==> config.mk <==
export PLATFORM = sky130hd
export DESIGN_NAME = gamepad_velocity_command_mapper_top
export DESIGN_NICKNAME = d
export VERILOG_FILES = /design/src/hw/rtl/gvcm_pkg.sv /design/src/hw/rtl/gamepad_velocity_command_mapper_top.sv
export SDC_FILE = /design/constraint.sdc
export NUM_CORES = 2
export LEC_CHECK = 0
export CELL_PAD_IN_SITES_DETAIL_PLACEMENT = 1
export CELL_PAD_IN_SITES_GLOBAL_PLACEMENT = 1
export CORE_ASPECT_RATIO = 1.5
export CORE_UTILIZATION = 55
export DETAILED_ROUTE_END_ITERATION = 8
export DONT_BUFFER_PORTS = 1
export GPL_ROUTABILITY_DRIVEN = 0
export PLACE_DENSITY_LB_ADDON = 0.2
export RECOVER_POWER = 25
export REMOVE_ABC_BUFFERS = 1
export SYNTH_ARGS = -nofsm -noshare
export SYNTH_HDL_FRONTEND = slang
export SYNTH_SLANG_ARGS = --single-unit
export TNS_END_PERCENT = 30
==> constraint.sdc <==
create_clock -name clk -period 21.3 [get_ports clk]
set_clock_uncertainty 0.2 [all_clocks]
set_input_delay 1.065 -clock clk [delete_from_list [all_inputs] [get_ports clk]]
set_output_delay 1.065 -clock clk [all_outputs]
set_load 0.02 [all_outputs]
==> src/hw/rtl/gvcm_pkg.sv <==
package gvcm_pkg;

    // Field widths of the stream payloads.
    localparam int AXIS_W    = 16;
    localparam int BUTTON_W  = 6;
    localparam int FSTATE_W  = 4;
    localparam int HEADING_W = 16;
    localparam int VEL_W     = 17;
    localparam int YAW_W     = 16;
    localparam int DZ_W      = 17;
    localparam int IN_DATA_W  = 112;
    localparam int OUT_DATA_W = 72;

    // Internal datapath widths.
    localparam int XBITS   = 12;
    localparam int VAL_W   = 32;
    localparam int ANG_W   = 25;
    localparam int MUL_B_W = 21;
    localparam int MUL_P_W = VAL_W + MUL_B_W;
    localparam int STEP_W  = 5;
    localparam int SPEED_W = 4;

    // CORDIC iteration count and the inverse gain split into two 15-bit halves.
    localparam int CORDIC_STEPS = 18;
    localparam int GAIN_SPLIT   = 15;
    localparam int GAIN_SHIFT   = 30;
    localparam logic [MUL_B_W-1:0] INV_GAIN_HI = MUL_B_W'(19898);
    localparam logic [MUL_B_W-1:0] INV_GAIN_LO = MUL_B_W'(15210);

    // Division by ten through a reciprocal that is exact for 20-bit dividends.
    localparam int DIV10_IN_W  = 20;
    localparam int DIV10_SHIFT = 23;
    localparam logic [MUL_B_W-1:0] DIV10_MUL = MUL_B_W'(838861);

    // Speed range in tenths.
    localparam logic [SPEED_W-1:0] SPEED_RESET = 4'd5;
    localparam logic [SPEED_W-1:0] SPEED_MIN   = 4'd1;
    localparam logic [SPEED_W-1:0] SPEED_MAX   = 4'd10;

    // Vehicle state codes.
    localparam logic [FSTATE_W-1:0] VSTATE_NEEDS_RESET = 4'd1;
    localparam logic [FSTATE_W-1:0] VSTATE_FLY_LO      = 4'd3;
    localparam logic [FSTATE_W-1:0] VSTATE_FLY_HI      = 4'd8;

    // Button bit positions.
    localparam int BTN_TAKEOFF = 0;
    localparam int BTN_TRIM    = 1;
    localparam int BTN_CAMERA  = 2;
    localparam int BTN_MODE    = 3;
    localparam int BTN_FASTER  = 4;
    localparam int BTN_SLOWER  = 5;

    // Requests raised by one report.
    typedef struct packed {
        logic camera;
        logic trim;
        logic land;
        logic takeoff;
        logic reset;
    } req_t;

    // Arctangent of 2^-i in units of 2^-24 turn.
    function automatic logic [ANG_W-1:0] atan_step(input logic [STEP_W-1:0] i);
        logic [ANG_W-1:0] r;
        begin
            case (i)
                5'd0:    r = ANG_W'(2097152);
                5'd1:    r = ANG_W'(1238021);
                5'd2:    r = ANG_W'(654136);
                5'd3:    r = ANG_W'(332050);
                5'd4:    r = ANG_W'(166669);
                5'd5:    r = ANG_W'(83416);
                5'd6:    r = ANG_W'(41718);
                5'd7:    r = ANG_W'(20860);
                5'd8:    r = ANG_W'(10430);
                5'd9:    r = ANG_W'(5215);
                5'd10:   r = ANG_W'(2608);
                5'd11:   r = ANG_W'(1304);
                5'd12:   r = ANG_W'(652);
                5'd13:   r = ANG_W'(326);
                5'd14:   r = ANG_W'(163);
                5'd15:   r = ANG_W'(81);
                5'd16:   r = ANG_W'(41);
                5'd17:   r = ANG_W'(20);
                default: r = '0;
            endcase
            return r;
        end
    endfunction

endpackage

==> src/hw/rtl/gamepad_velocity_command_mapper_top.sv <==
// Navigation item: taken while idle; it updates vehicle state and heading and gives no result.
// Joystick item while not flying: zero velocities pass through ST_FINISH to the output register.
// Joystick item while flying: two passes per axis through the shared multiplier in ST_SCALE, then
// ST_FINISH, ST_ROT (CORDIC) and ST_GAIN first in heading-relative mode; s_tready only in ST_IDLE.
// Reset (rst_n low, asynchronous) restores speed 5, absolute mode, zero headings, deadzone 0.
module gamepad_velocity_command_mapper_top (
    input  logic                               clk,
    input  logic                               rst_n,
    // Configuration: deadzone register.
    input  logic                               cfg_wr_en,
    input  logic [gvcm_pkg::DZ_W-1:0]          cfg_wr_data,
    // Input stream.
    input  logic                               s_tvalid,
    output logic                               s_tready,
    // axis_x, axis_y, axis_up, axis_down, axis_yaw, button_bits, flight_state,
    // heading_angle, zero padding
    input  logic [gvcm_pkg::IN_DATA_W-1:0]     s_tdata,
    // command
    input  logic                               s_tuser,
    // Output stream.
    output logic                               m_tvalid,
    input  logic                               m_tready,
    // vel_x, vel_y, vel_z, yaw_rate, reset_request, takeoff_request,
    // land_request, trim_request, camera_toggle_request
    output logic [gvcm_pkg::OUT_DATA_W-1:0]    m_tdata,
    // twist_valid
    output logic                               m_tuser
);

    typedef enum logic [2:0] {
        ST_IDLE,
        ST_ROT,
        ST_GAIN,
        ST_SCALE,
        ST_FINISH
    } state_t;

    // Deadzone: a magnitude strictly below the threshold reads zero.
    function automatic logic signed [16:0] dz17(input logic signed [16:0] v,
                                                input logic [16:0] th);
        logic signed [16:0] m;
        begin
            m = (v < 0) ? -v : v;
            return ($unsigned(m) < th) ? 17'sd0 : v;
        end
    endfunction

    // Control and architectural state.
    state_t                             state_reg, state_next;
    logic [gvcm_pkg::STEP_W-1:0]        step_reg, step_next;
    logic [gvcm_pkg::DZ_W-1:0]          deadzone_reg, deadzone_next;
    logic [gvcm_pkg::SPEED_W-1:0]       speed_reg, speed_next;
    logic                               rel_mode_reg, rel_mode_next;
    logic [gvcm_pkg::BUTTON_W-1:0]      prev_btn_reg, prev_btn_next;
    logic [gvcm_pkg::FSTATE_W-1:0]      vstate_reg, vstate_next;
    logic [gvcm_pkg::HEADING_W-1:0]     heading_reg, heading_next;
    logic [gvcm_pkg::HEADING_W-1:0]     basis_reg, basis_next;

    // Datapath registers.
    logic signed [gvcm_pkg::VAL_W-1:0]   vx_reg, vx_next;
    logic signed [gvcm_pkg::VAL_W-1:0]   vy_reg, vy_next;
    logic signed [gvcm_pkg::VAL_W-1:0]   vz_reg, vz_next;
    logic signed [gvcm_pkg::VAL_W-1:0]   vw_reg, vw_next;
    logic signed [gvcm_pkg::ANG_W-1:0]   ang_reg, ang_next;
    logic signed [gvcm_pkg::MUL_P_W-1:0] acc_reg, acc_next;
    gvcm_pkg::req_t                      req_reg, req_next;
    logic                                fly_reg, fly_next;

    // Output register.
    logic                                  m_tvalid_reg, m_tvalid_next;
    logic [gvcm_pkg::OUT_DATA_W-1:0]       m_tdata_reg, m_tdata_next;
    logic                                  m_tuser_reg, m_tuser_next;

    // Shared multiplier.
    logic signed [gvcm_pkg::VAL_W-1:0]   mul_a;
    logic signed [gvcm_pkg::MUL_B_W-1:0] mul_b;
    logic signed [gvcm_pkg::MUL_P_W-1:0] mul_p;

    // Input field views.
    logic signed [15:0]                  in_ax, in_ay, in_up, in_down, in_yaw;
    logic [gvcm_pkg::BUTTON_W-1:0]       in_btn;
    logic [gvcm_pkg::FSTATE_W-1:0]       in_fstate;
    logic [gvcm_pkg::HEADING_W-1:0]      in_heading;

    // Report decoding.
    logic signed [16:0]                  dx, dy, dzv, dw;
    logic [gvcm_pkg::BUTTON_W-1:0]       rise;
    logic                                flying;
    logic                                needs_reset;
    logic [gvcm_pkg::SPEED_W-1:0]        speed_up;
    logic signed [gvcm_pkg::VAL_W-1:0]   x0, y0;
    logic [gvcm_pkg::HEADING_W-1:0]      rot, rot_bias, resid;
    logic [1:0]                          quad;

    // CORDIC, gain and scale working signals.
    logic signed [gvcm_pkg::VAL_W-1:0]   sx, sy;
    logic signed [63:0]                  gain_sum;
    logic signed [gvcm_pkg::VAL_W-1:0]   sel, mag, scaled;
    logic [gvcm_pkg::DIV10_IN_W-1:0]     quot;
    logic                                out_free;

    assign in_ax      = s_tdata[15:0];
    assign in_ay      = s_tdata[31:16];
    assign in_up      = s_tdata[47:32];
    assign in_down    = s_tdata[63:48];
    assign in_yaw     = s_tdata[79:64];
    assign in_btn     = s_tdata[85:80];
    assign in_fstate  = s_tdata[89:86];
    assign in_heading = s_tdata[105:90];

    assign s_tready = (state_reg == ST_IDLE);
    assign m_tvalid = m_tvalid_reg;
    assign m_tdata  = m_tdata_reg;
    assign m_tuser  = m_tuser_reg;
    assign out_free = !m_tvalid_reg || m_tready;

    assign mul_p = mul_a * mul_b;

    // Report decoding: deadzone, button edges, flying flag and quarter-turn split of the rotation.
    always_comb
    begin
        dx  = dz17(17'(in_ax), deadzone_reg);
        dy  = dz17(17'(in_ay), deadzone_reg);
        dzv = dz17(17'(in_down) - 17'(in_up), deadzone_reg);
        dw  = dz17(17'(in_yaw), deadzone_reg);
        rise = in_btn & ~prev_btn_reg;
        flying = (vstate_reg >= gvcm_pkg::VSTATE_FLY_LO) &&
                 (vstate_reg <= gvcm_pkg::VSTATE_FLY_HI);
        needs_reset = (vstate_reg <= gvcm_pkg::VSTATE_NEEDS_RESET);
        speed_up = (rise[gvcm_pkg::BTN_FASTER] && (speed_reg < gvcm_pkg::SPEED_MAX)) ?
                   speed_reg + 4'd1 : speed_reg;
        rot      = heading_reg - basis_reg;
        rot_bias = rot + 16'd8192;
        quad     = rot_bias[15:14];
        resid    = rot - {quad, 14'b0};
        x0 = {{3{dx[16]}}, dx, 12'b0};
        y0 = {{3{dy[16]}}, dy, 12'b0};
    end

    // Sequencer and datapath next values.
    always_comb
    begin
        state_next    = state_reg;
        step_next     = step_reg;
        deadzone_next = deadzone_reg;
        speed_next    = speed_reg;
        rel_mode_next = rel_mode_reg;
        prev_btn_next = prev_btn_reg;
        vstate_next   = vstate_reg;
        heading_next  = heading_reg;
        basis_next    = basis_reg;
        vx_next       = vx_reg;
        vy_next       = vy_reg;
        vz_next       = vz_reg;
        vw_next       = vw_reg;
        ang_next      = ang_reg;
        acc_next      = acc_reg;
        req_next      = req_reg;
        fly_next      = fly_reg;
        m_tvalid_next = m_tvalid_reg && !m_tready;
        m_tdata_next  = m_tdata_reg;
        m_tuser_next  = m_tuser_reg;
        mul_a         = '0;
        mul_b         = '0;
        sx            = vx_reg >>> step_reg;
        sy            = vy_reg >>> step_reg;
        gain_sum      = 64'(acc_reg) <<< gvcm_pkg::GAIN_SPLIT;
        quot          = '0;
        scaled        = '0;

        case (step_reg[2:1])
            2'd0:    sel = vx_reg;
            2'd1:    sel = vy_reg;
            2'd2:    sel = vz_reg;
            default: sel = vw_reg;
        endcase
        mag = sel[gvcm_pkg::VAL_W-1] ? -sel : sel;

        if (cfg_wr_en)
        begin
            deadzone_next = cfg_wr_data;
        end

        case (state_reg)
            ST_IDLE:
            begin
                if (s_tvalid)
                begin
                    if (s_tuser)
                    begin
                        // Navigation update.
                        vstate_next  = in_fstate;
                        heading_next = in_heading;
                    end
                    else
                    begin
                        // Joystick report: requests and state changes.
                        req_next = '0;
                        if (rise[gvcm_pkg::BTN_TAKEOFF])
                        begin
                            if (needs_reset)
                                req_next.reset = 1'b1;
                            else if (flying)
                                req_next.land = 1'b1;
                            else
                                req_next.takeoff = 1'b1;
                        end
                        if (rise[gvcm_pkg::BTN_TRIM] && !flying)
                        begin
                            if (needs_reset)
                            begin
                                req_next.reset = 1'b1;
                            end
                            else
                            begin
                                req_next.trim = 1'b1;
                                basis_next    = heading_reg;
                            end
                        end
                        req_next.camera = rise[gvcm_pkg::BTN_CAMERA];
                        rel_mode_next = rel_mode_reg ^ rise[gvcm_pkg::BTN_MODE];
                        if (rise[gvcm_pkg::BTN_SLOWER])
                            speed_next = (speed_up > gvcm_pkg::SPEED_MIN) ?
                                         speed_up - 4'd1 : gvcm_pkg::SPEED_MIN;
                        else
                            speed_next = speed_up;
                        prev_btn_next = in_btn;
                        fly_next      = flying;
                        step_next     = '0;

                        vz_next = {{3{dzv[16]}}, dzv, 12'b0};
                        vw_next = {{3{dw[16]}}, dw, 12'b0};
                        if (!flying)
                        begin
                            vx_next    = '0;
                            vy_next    = '0;
                            vz_next    = '0;
                            vw_next    = '0;
                            state_next = ST_FINISH;
                        end
                        else if (rel_mode_next)
                        begin
                            // Exact quarter-turn rotation, residual angle to the CORDIC.
                            case (quad)
                                2'd0:
                                begin
                                    vx_next = x0;
                                    vy_next = y0;
                                end
                                2'd1:
                                begin
                                    vx_next = y0;
                                    vy_next = -x0;
                                end
                                2'd2:
                                begin
                                    vx_next = -x0;
                                    vy_next = -y0;
                                end
                                default:
                                begin
                                    vx_next = -y0;
                                    vy_next = x0;
                                end
                            endcase
                            ang_next   = {resid[15], resid, 8'b0};
                            state_next = ST_ROT;
                        end
                        else
                        begin
                            vx_next    = x0;
                            vy_next    = y0;
                            state_next = ST_SCALE;
                        end
                    end
                end
            end

            ST_ROT:
            begin
                // One CORDIC micro-rotation per cycle.
                if (!ang_reg[gvcm_pkg::ANG_W-1])
                begin
                    vx_next  = vx_reg + sy;
                    vy_next  = vy_reg - sx;
                    ang_next = ang_reg - $signed(gvcm_pkg::atan_step(step_reg));
                end
                else
                begin
                    vx_next  = vx_reg - sy;
                    vy_next  = vy_reg + sx;
                    ang_next = ang_reg + $signed(gvcm_pkg::atan_step(step_reg));
                end
                if (step_reg == gvcm_pkg::STEP_W'(gvcm_pkg::CORDIC_STEPS - 1))
                begin
                    step_next  = '0;
                    state_next = ST_GAIN;
                end
                else
                begin
                    step_next = step_reg + 5'd1;
                end
            end

            ST_GAIN:
            begin
                // Inverse CORDIC gain: high half first, then low half and floor shift.
                mul_a = step_reg[1] ? vy_reg : vx_reg;
                mul_b = step_reg[0] ? $signed(gvcm_pkg::INV_GAIN_LO) :
                                      $signed(gvcm_pkg::INV_GAIN_HI);
                gain_sum = (64'(acc_reg) <<< gvcm_pkg::GAIN_SPLIT) + 64'(mul_p);
                if (!step_reg[0])
                    acc_next = mul_p;
                else if (step_reg[1])
                    vy_next = gain_sum[gvcm_pkg::GAIN_SHIFT +: gvcm_pkg::VAL_W];
                else
                    vx_next = gain_sum[gvcm_pkg::GAIN_SHIFT +: gvcm_pkg::VAL_W];
                if (step_reg[1:0] == 2'd3)
                begin
                    step_next  = '0;
                    state_next = ST_SCALE;
                end
                else
                begin
                    step_next = step_reg + 5'd1;
                end
            end

            ST_SCALE:
            begin
                // Magnitude times speed, then by 4096 and by ten, sign restored.
                if (!step_reg[0])
                begin
                    mul_a    = mag;
                    mul_b    = {{(gvcm_pkg::MUL_B_W - gvcm_pkg::SPEED_W){1'b0}}, speed_reg};
                    acc_next = mul_p;
                end
                else
                begin
                    mul_a  = {{(gvcm_pkg::VAL_W - gvcm_pkg::DIV10_IN_W){1'b0}},
                              acc_reg[gvcm_pkg::XBITS +: gvcm_pkg::DIV10_IN_W]};
                    mul_b  = $signed(gvcm_pkg::DIV10_MUL);
                    quot   = mul_p[gvcm_pkg::DIV10_SHIFT +: gvcm_pkg::DIV10_IN_W];
                    scaled = {{(gvcm_pkg::VAL_W - gvcm_pkg::DIV10_IN_W){1'b0}}, quot};
                    if (sel[gvcm_pkg::VAL_W-1])
                        scaled = -scaled;
                    case (step_reg[2:1])
                        2'd0:    vx_next = scaled;
                        2'd1:    vy_next = scaled;
                        2'd2:    vz_next = scaled;
                        default: vw_next = scaled;
                    endcase
                end
                if (step_reg[2:0] == 3'd7)
                begin
                    step_next  = '0;
                    state_next = ST_FINISH;
                end
                else
                begin
                    step_next = step_reg + 5'd1;
                end
            end

            ST_FINISH:
            begin
                // Hand the result to the output register once it is free.
                if (out_free)
                begin
                    m_tvalid_next = 1'b1;
                    m_tuser_next  = fly_reg;
                    m_tdata_next  = {req_reg.camera, req_reg.trim, req_reg.land,
                                     req_reg.takeoff, req_reg.reset,
                                     vw_reg[gvcm_pkg::YAW_W-1:0],
                                     vz_reg[gvcm_pkg::VEL_W-1:0],
                                     vy_reg[gvcm_pkg::VEL_W-1:0],
                                     vx_reg[gvcm_pkg::VEL_W-1:0]};
                    state_next    = ST_IDLE;
                end
            end

            default:
            begin
                state_next = ST_IDLE;
            end
        endcase
    end

    // State and registered outputs.
    always_ff @(posedge clk or negedge rst_n)
    begin
        if (!rst_n)
        begin
            state_reg    <= ST_IDLE;
            step_reg     <= '0;
            deadzone_reg <= '0;
            speed_reg    <= gvcm_pkg::SPEED_RESET;
            rel_mode_reg <= 1'b0;
            prev_btn_reg <= '0;
            vstate_reg   <= '0;
            heading_reg  <= '0;
            basis_reg    <= '0;
            m_tvalid_reg <= 1'b0;
        end
        else
        begin
            state_reg    <= state_next;
            step_reg     <= step_next;
            deadzone_reg <= deadzone_next;
            speed_reg    <= speed_next;
            rel_mode_reg <= rel_mode_next;
            prev_btn_reg <= prev_btn_next;
            vstate_reg   <= vstate_next;
            heading_reg  <= heading_next;
            basis_reg    <= basis_next;
            m_tvalid_reg <= m_tvalid_next;
        end
    end

    // Payload registers.
    always_ff @(posedge clk)
    begin
        vx_reg      <= vx_next;
        vy_reg      <= vy_next;
        vz_reg      <= vz_next;
        vw_reg      <= vw_next;
        ang_reg     <= ang_next;
        acc_reg     <= acc_next;
        req_reg     <= req_next;
        fly_reg     <= fly_next;
        m_tdata_reg <= m_tdata_next;
        m_tuser_reg <= m_tuser_next;
    end

`ifndef ASSERT_OFF
    // Speed stays within one to ten tenths.
    assert property (@(posedge clk) disable iff (!rst_n)
        (speed_reg >= gvcm_pkg::SPEED_MIN) && (speed_reg <= gvcm_pkg::SPEED_MAX))
    else $error("speed out of range");

    // A result without twist carries zero velocities.
    assert property (@(posedge clk) disable iff (!rst_n)
        (m_tvalid && !m_tuser) |-> (m_tdata[66:0] == '0))
    else $error("velocity issued while not flying");

    // Reset, takeoff and land requests exclude one another.
    assert property (@(posedge clk) disable iff (!rst_n)
        m_tvalid |-> $onehot0({m_tdata[67], m_tdata[68], m_tdata[69]}))
    else $error("conflicting flight requests");

    // The CORDIC step count stays within the table.
    assert property (@(posedge clk) disable iff (!rst_n)
        (state_reg == ST_ROT) |-> (step_reg < gvcm_pkg::STEP_W'(gvcm_pkg::CORDIC_STEPS)))
    else $error("CORDIC step overrun");
`endif

endmodule

==> results_dict.tcl <==
set metrics [dict create \
    outcome "finished, violations left" \
    violations "capacitance limit, slew limit" \
    drt_iter0_drc 5043 \
    crit_fanout 127 \
    die_area_mm2 0.101 \
    dp_hpwl_um 179000 \
    final_max_slew_viol_count 102 \
    r2r_cells 45 \
    fin_setup_tns_ns 0 \
    rows 141 \
    post_cts_buffers 0 \
    fin_nets 7075 \
    synth_top_cells_by_area "fa_1 20%, edfxtp_1 15%, ha_1 9.5%" \
    syn_area_mm2 0.0546 \
    crit_path_start_kind "flop" \
    start_util 0.555 \
    avgViaCountPerCell 6.76 \
    die_w_um 259 \
    crit_slowest_cell "o21ai_0" \
    layout-drive-gt1-share 0.0680 \
    period_minus_slack_ns 16.90 \
    root_buffer "clkbuf_16" \
    period_share 0.794 \
    path_common_cell "fa_1" \
    ys_ff_latch 352 \
    endpoint "vx_reg[23]$_DFFE_PP_" \
    synth_cell_types 115 \
    postRouteWirelength_um 228000 \
    path_class "flop to flop" \
    dr.pass1.iters 6 \
    grt_pass1_vias 54700 \
    relSlewSlack -2.08 \
    synth_top_area_cell "fa_1" \
    r2r_setup_slack_ns 4.40 \
    fill_cells 11500 \
    synth_edf_count 279 \
    yosysSeqAreaShare 0.187 \
    grt_start_max_net_pins 128 \
    port_buffers 0 \
    crit_start "step_reg[1]$_DFFE_PN0P_" \
    cts-buffers-inserted 42 \
    crit_required_ns 21.48 \
    cts_hold_buf 1 \
    clock.fmax_ghz 0.0592 \
    ant_nets 0 \
    grt_pass1_wl_um 340000 \
    ctsResizeCount 0 \
    grt_antenna_before_repair 25 \
    r2r_end "vx_reg[23]$_DFFE_PP_" \
    reg2reg_from "step_reg[1]$_DFFE_PN0P_" \
    rsz0062_at_grt "no" \
    worstPathArrival_ns 17.08 \
    hold_path.class "input port to asynchronous set/reset pin" \
    drc 0 \
    grt_overflow 0 \
    cap_violations 5 \
    syn_inst 6079 \
    cpPeakStageDelay_ns 0.93 \
    vias 49400 \
    wl_per_cell_um 31.3 \
    setup_viol_count_final 0 \
    hold_viol_final 0 \
    tightest_slew_ns 4.62 \
    yosysWarnings 0 \
    clock_latency_ns 0.66 \
    largest_reg_flops 72 \
    synth.top_cell.area_share 0.204 \
    ys.flop_type "edfxtp_1" \
    async_reset_ff_frac 0.207 \
    htreeDepth 2 \
    clock-sinks 352 \
    cts_tree "built" \
    clk_path_buf_depth 3 \
    syn_area_per_cell_um2 8.99 \
    critPathCaptureType "flop" \
    clk_pin_slew_ns 0.07 \
    core_mm2 0.0984 \
    yosysMostFrequentCell "inv_1" \
    ys_top_cells_by_count "883 x inv_1, 699 x nand2_1, 557 x fa_1" \
    grtUsageTotal 0.460 \
    fp.dieH_um 388 \
    areaGrowthSynthToFinish_pct 4.97 \
    io-pin-count 210 \
]
## worst max-delay path, delay by kind of cell, from the launching register on
family	cells	cell delay (ns)
AO/OA/AOI/OAI	18	5.86
XOR/XNOR	3	1.09
adder cells (fa/ha/maj)	9	4.94
buffers and inverters	8	1.69
flip-flops	1	0.66
AND/OR/NAND/NOR	7	1.89
## how the worst min path moves through the flow
stage | start | to | slack (ns) | cells past startpoint
floorplan | req_reg[0]$_DFFE_PP_ | m_tdata[67]$_DFFE_PP_ | 0.20 | 0
global placement | req_reg[0]$_DFFE_PP_ | m_tdata[67]$_DFFE_PP_ | 0.20 | 0
detailed placement | req_reg[4]$_DFFE_PP_ | m_tdata[71]$_DFFE_PP_ | 0.22 | 0
CTS | rst_n | speed_reg[0]$_DFFE_PN1P_ | 0.07 | 0
global route | rst_n | speed_reg[0]$_DFFE_PN1P_ | 0.05 | 0
finish | rst_n | speed_reg[0]$_DFFE_PN1P_ | 0.05 | 0
## logic make-up after synthesis
logic type      Yosys count  share of synthesized area
simple gates           1622                      0.139
compound gates         1312                      0.158
buf+inv                1158                     0.0829
fa+ha+maj               972                      0.299
xor+xnor                370                     0.0594
flops                   352                      0.187
mux                     291                     0.0746
other cells               2                   0.000137
## metal layers
layer  wire length, um  track usage
met1             70300        0.454
met2            108000        0.751
met3             22100        0.135
met4             28000        0.462
met5               239      0.00585
## through the flow
step / std cells / worst slack (ns) / utilization / hold WS [ns] / cell area, um2
6_report: 7301 / 4.40 / 0.583 / 0.0503 / 57400
5_1_grt: 7292 / 4.14 / 0.582 / 0.0533 / 57300
2_1_floorplan: 5847 / 4.86 / - / 0.200 / 53600
4_1_cts: 7289 / 5.50 / 0.583 / 0.0744 / 57400
3_5_place_dp: 7210 / 5.54 / 0.568 / 0.218 / 55900
3_3_place_gp: 7210 / 6.00 / 0.568 / 0.203 / 55900
## cell usage in the layout, fill, tap and decap left out, types with 53 or more instances in the layout
master / netlist / final
mux2_2: 98 / 98
ha_1: 415 / 415
nor2_1: 321 / 314
inv_1: 883 / 883
buf_4: 14 / 67
xnor2_1: 240 / 238
o21ai_0: 262 / 262
nand3_1: 74 / 74
a21oi_1: 328 / 326
a31oi_1: 60 / 60
a21o_1: 119 / 119
and2_1: 83 / 82
mux4_2: 83 / 83
nand2b_1: 61 / 61
edfxtp_1: 279 / 279
nand2_1: 699 / 698
o211ai_1: 55 / 55
fa_1: 557 / 557
xor2_1: 129 / 128
nor2b_1: 56 / 56
nor3_1: 92 / 91
mux2i_1: 110 / 110
dfrtp_1: 71 / 66
o21a_1: 53 / 53
## area by class of cell
type                            count  area (um2)  share of cell area
Multi-Input combinational cell   4608       40200               0.700
Sequential cell                   352       10200               0.178
Inverter                          887        3330              0.0580
Tap cell                         1287        1610              0.0281
Clock buffer                       47        1090              0.0190
Timing Repair Buffer               77         573             0.00999
Clock inverter                     31         342             0.00596
Antenna cell                       12        30.0            0.000524
Power is left out: the tool's default activity adds up to more than one toggle a clock period on the data nets, which glitch-free logic cannot reach.
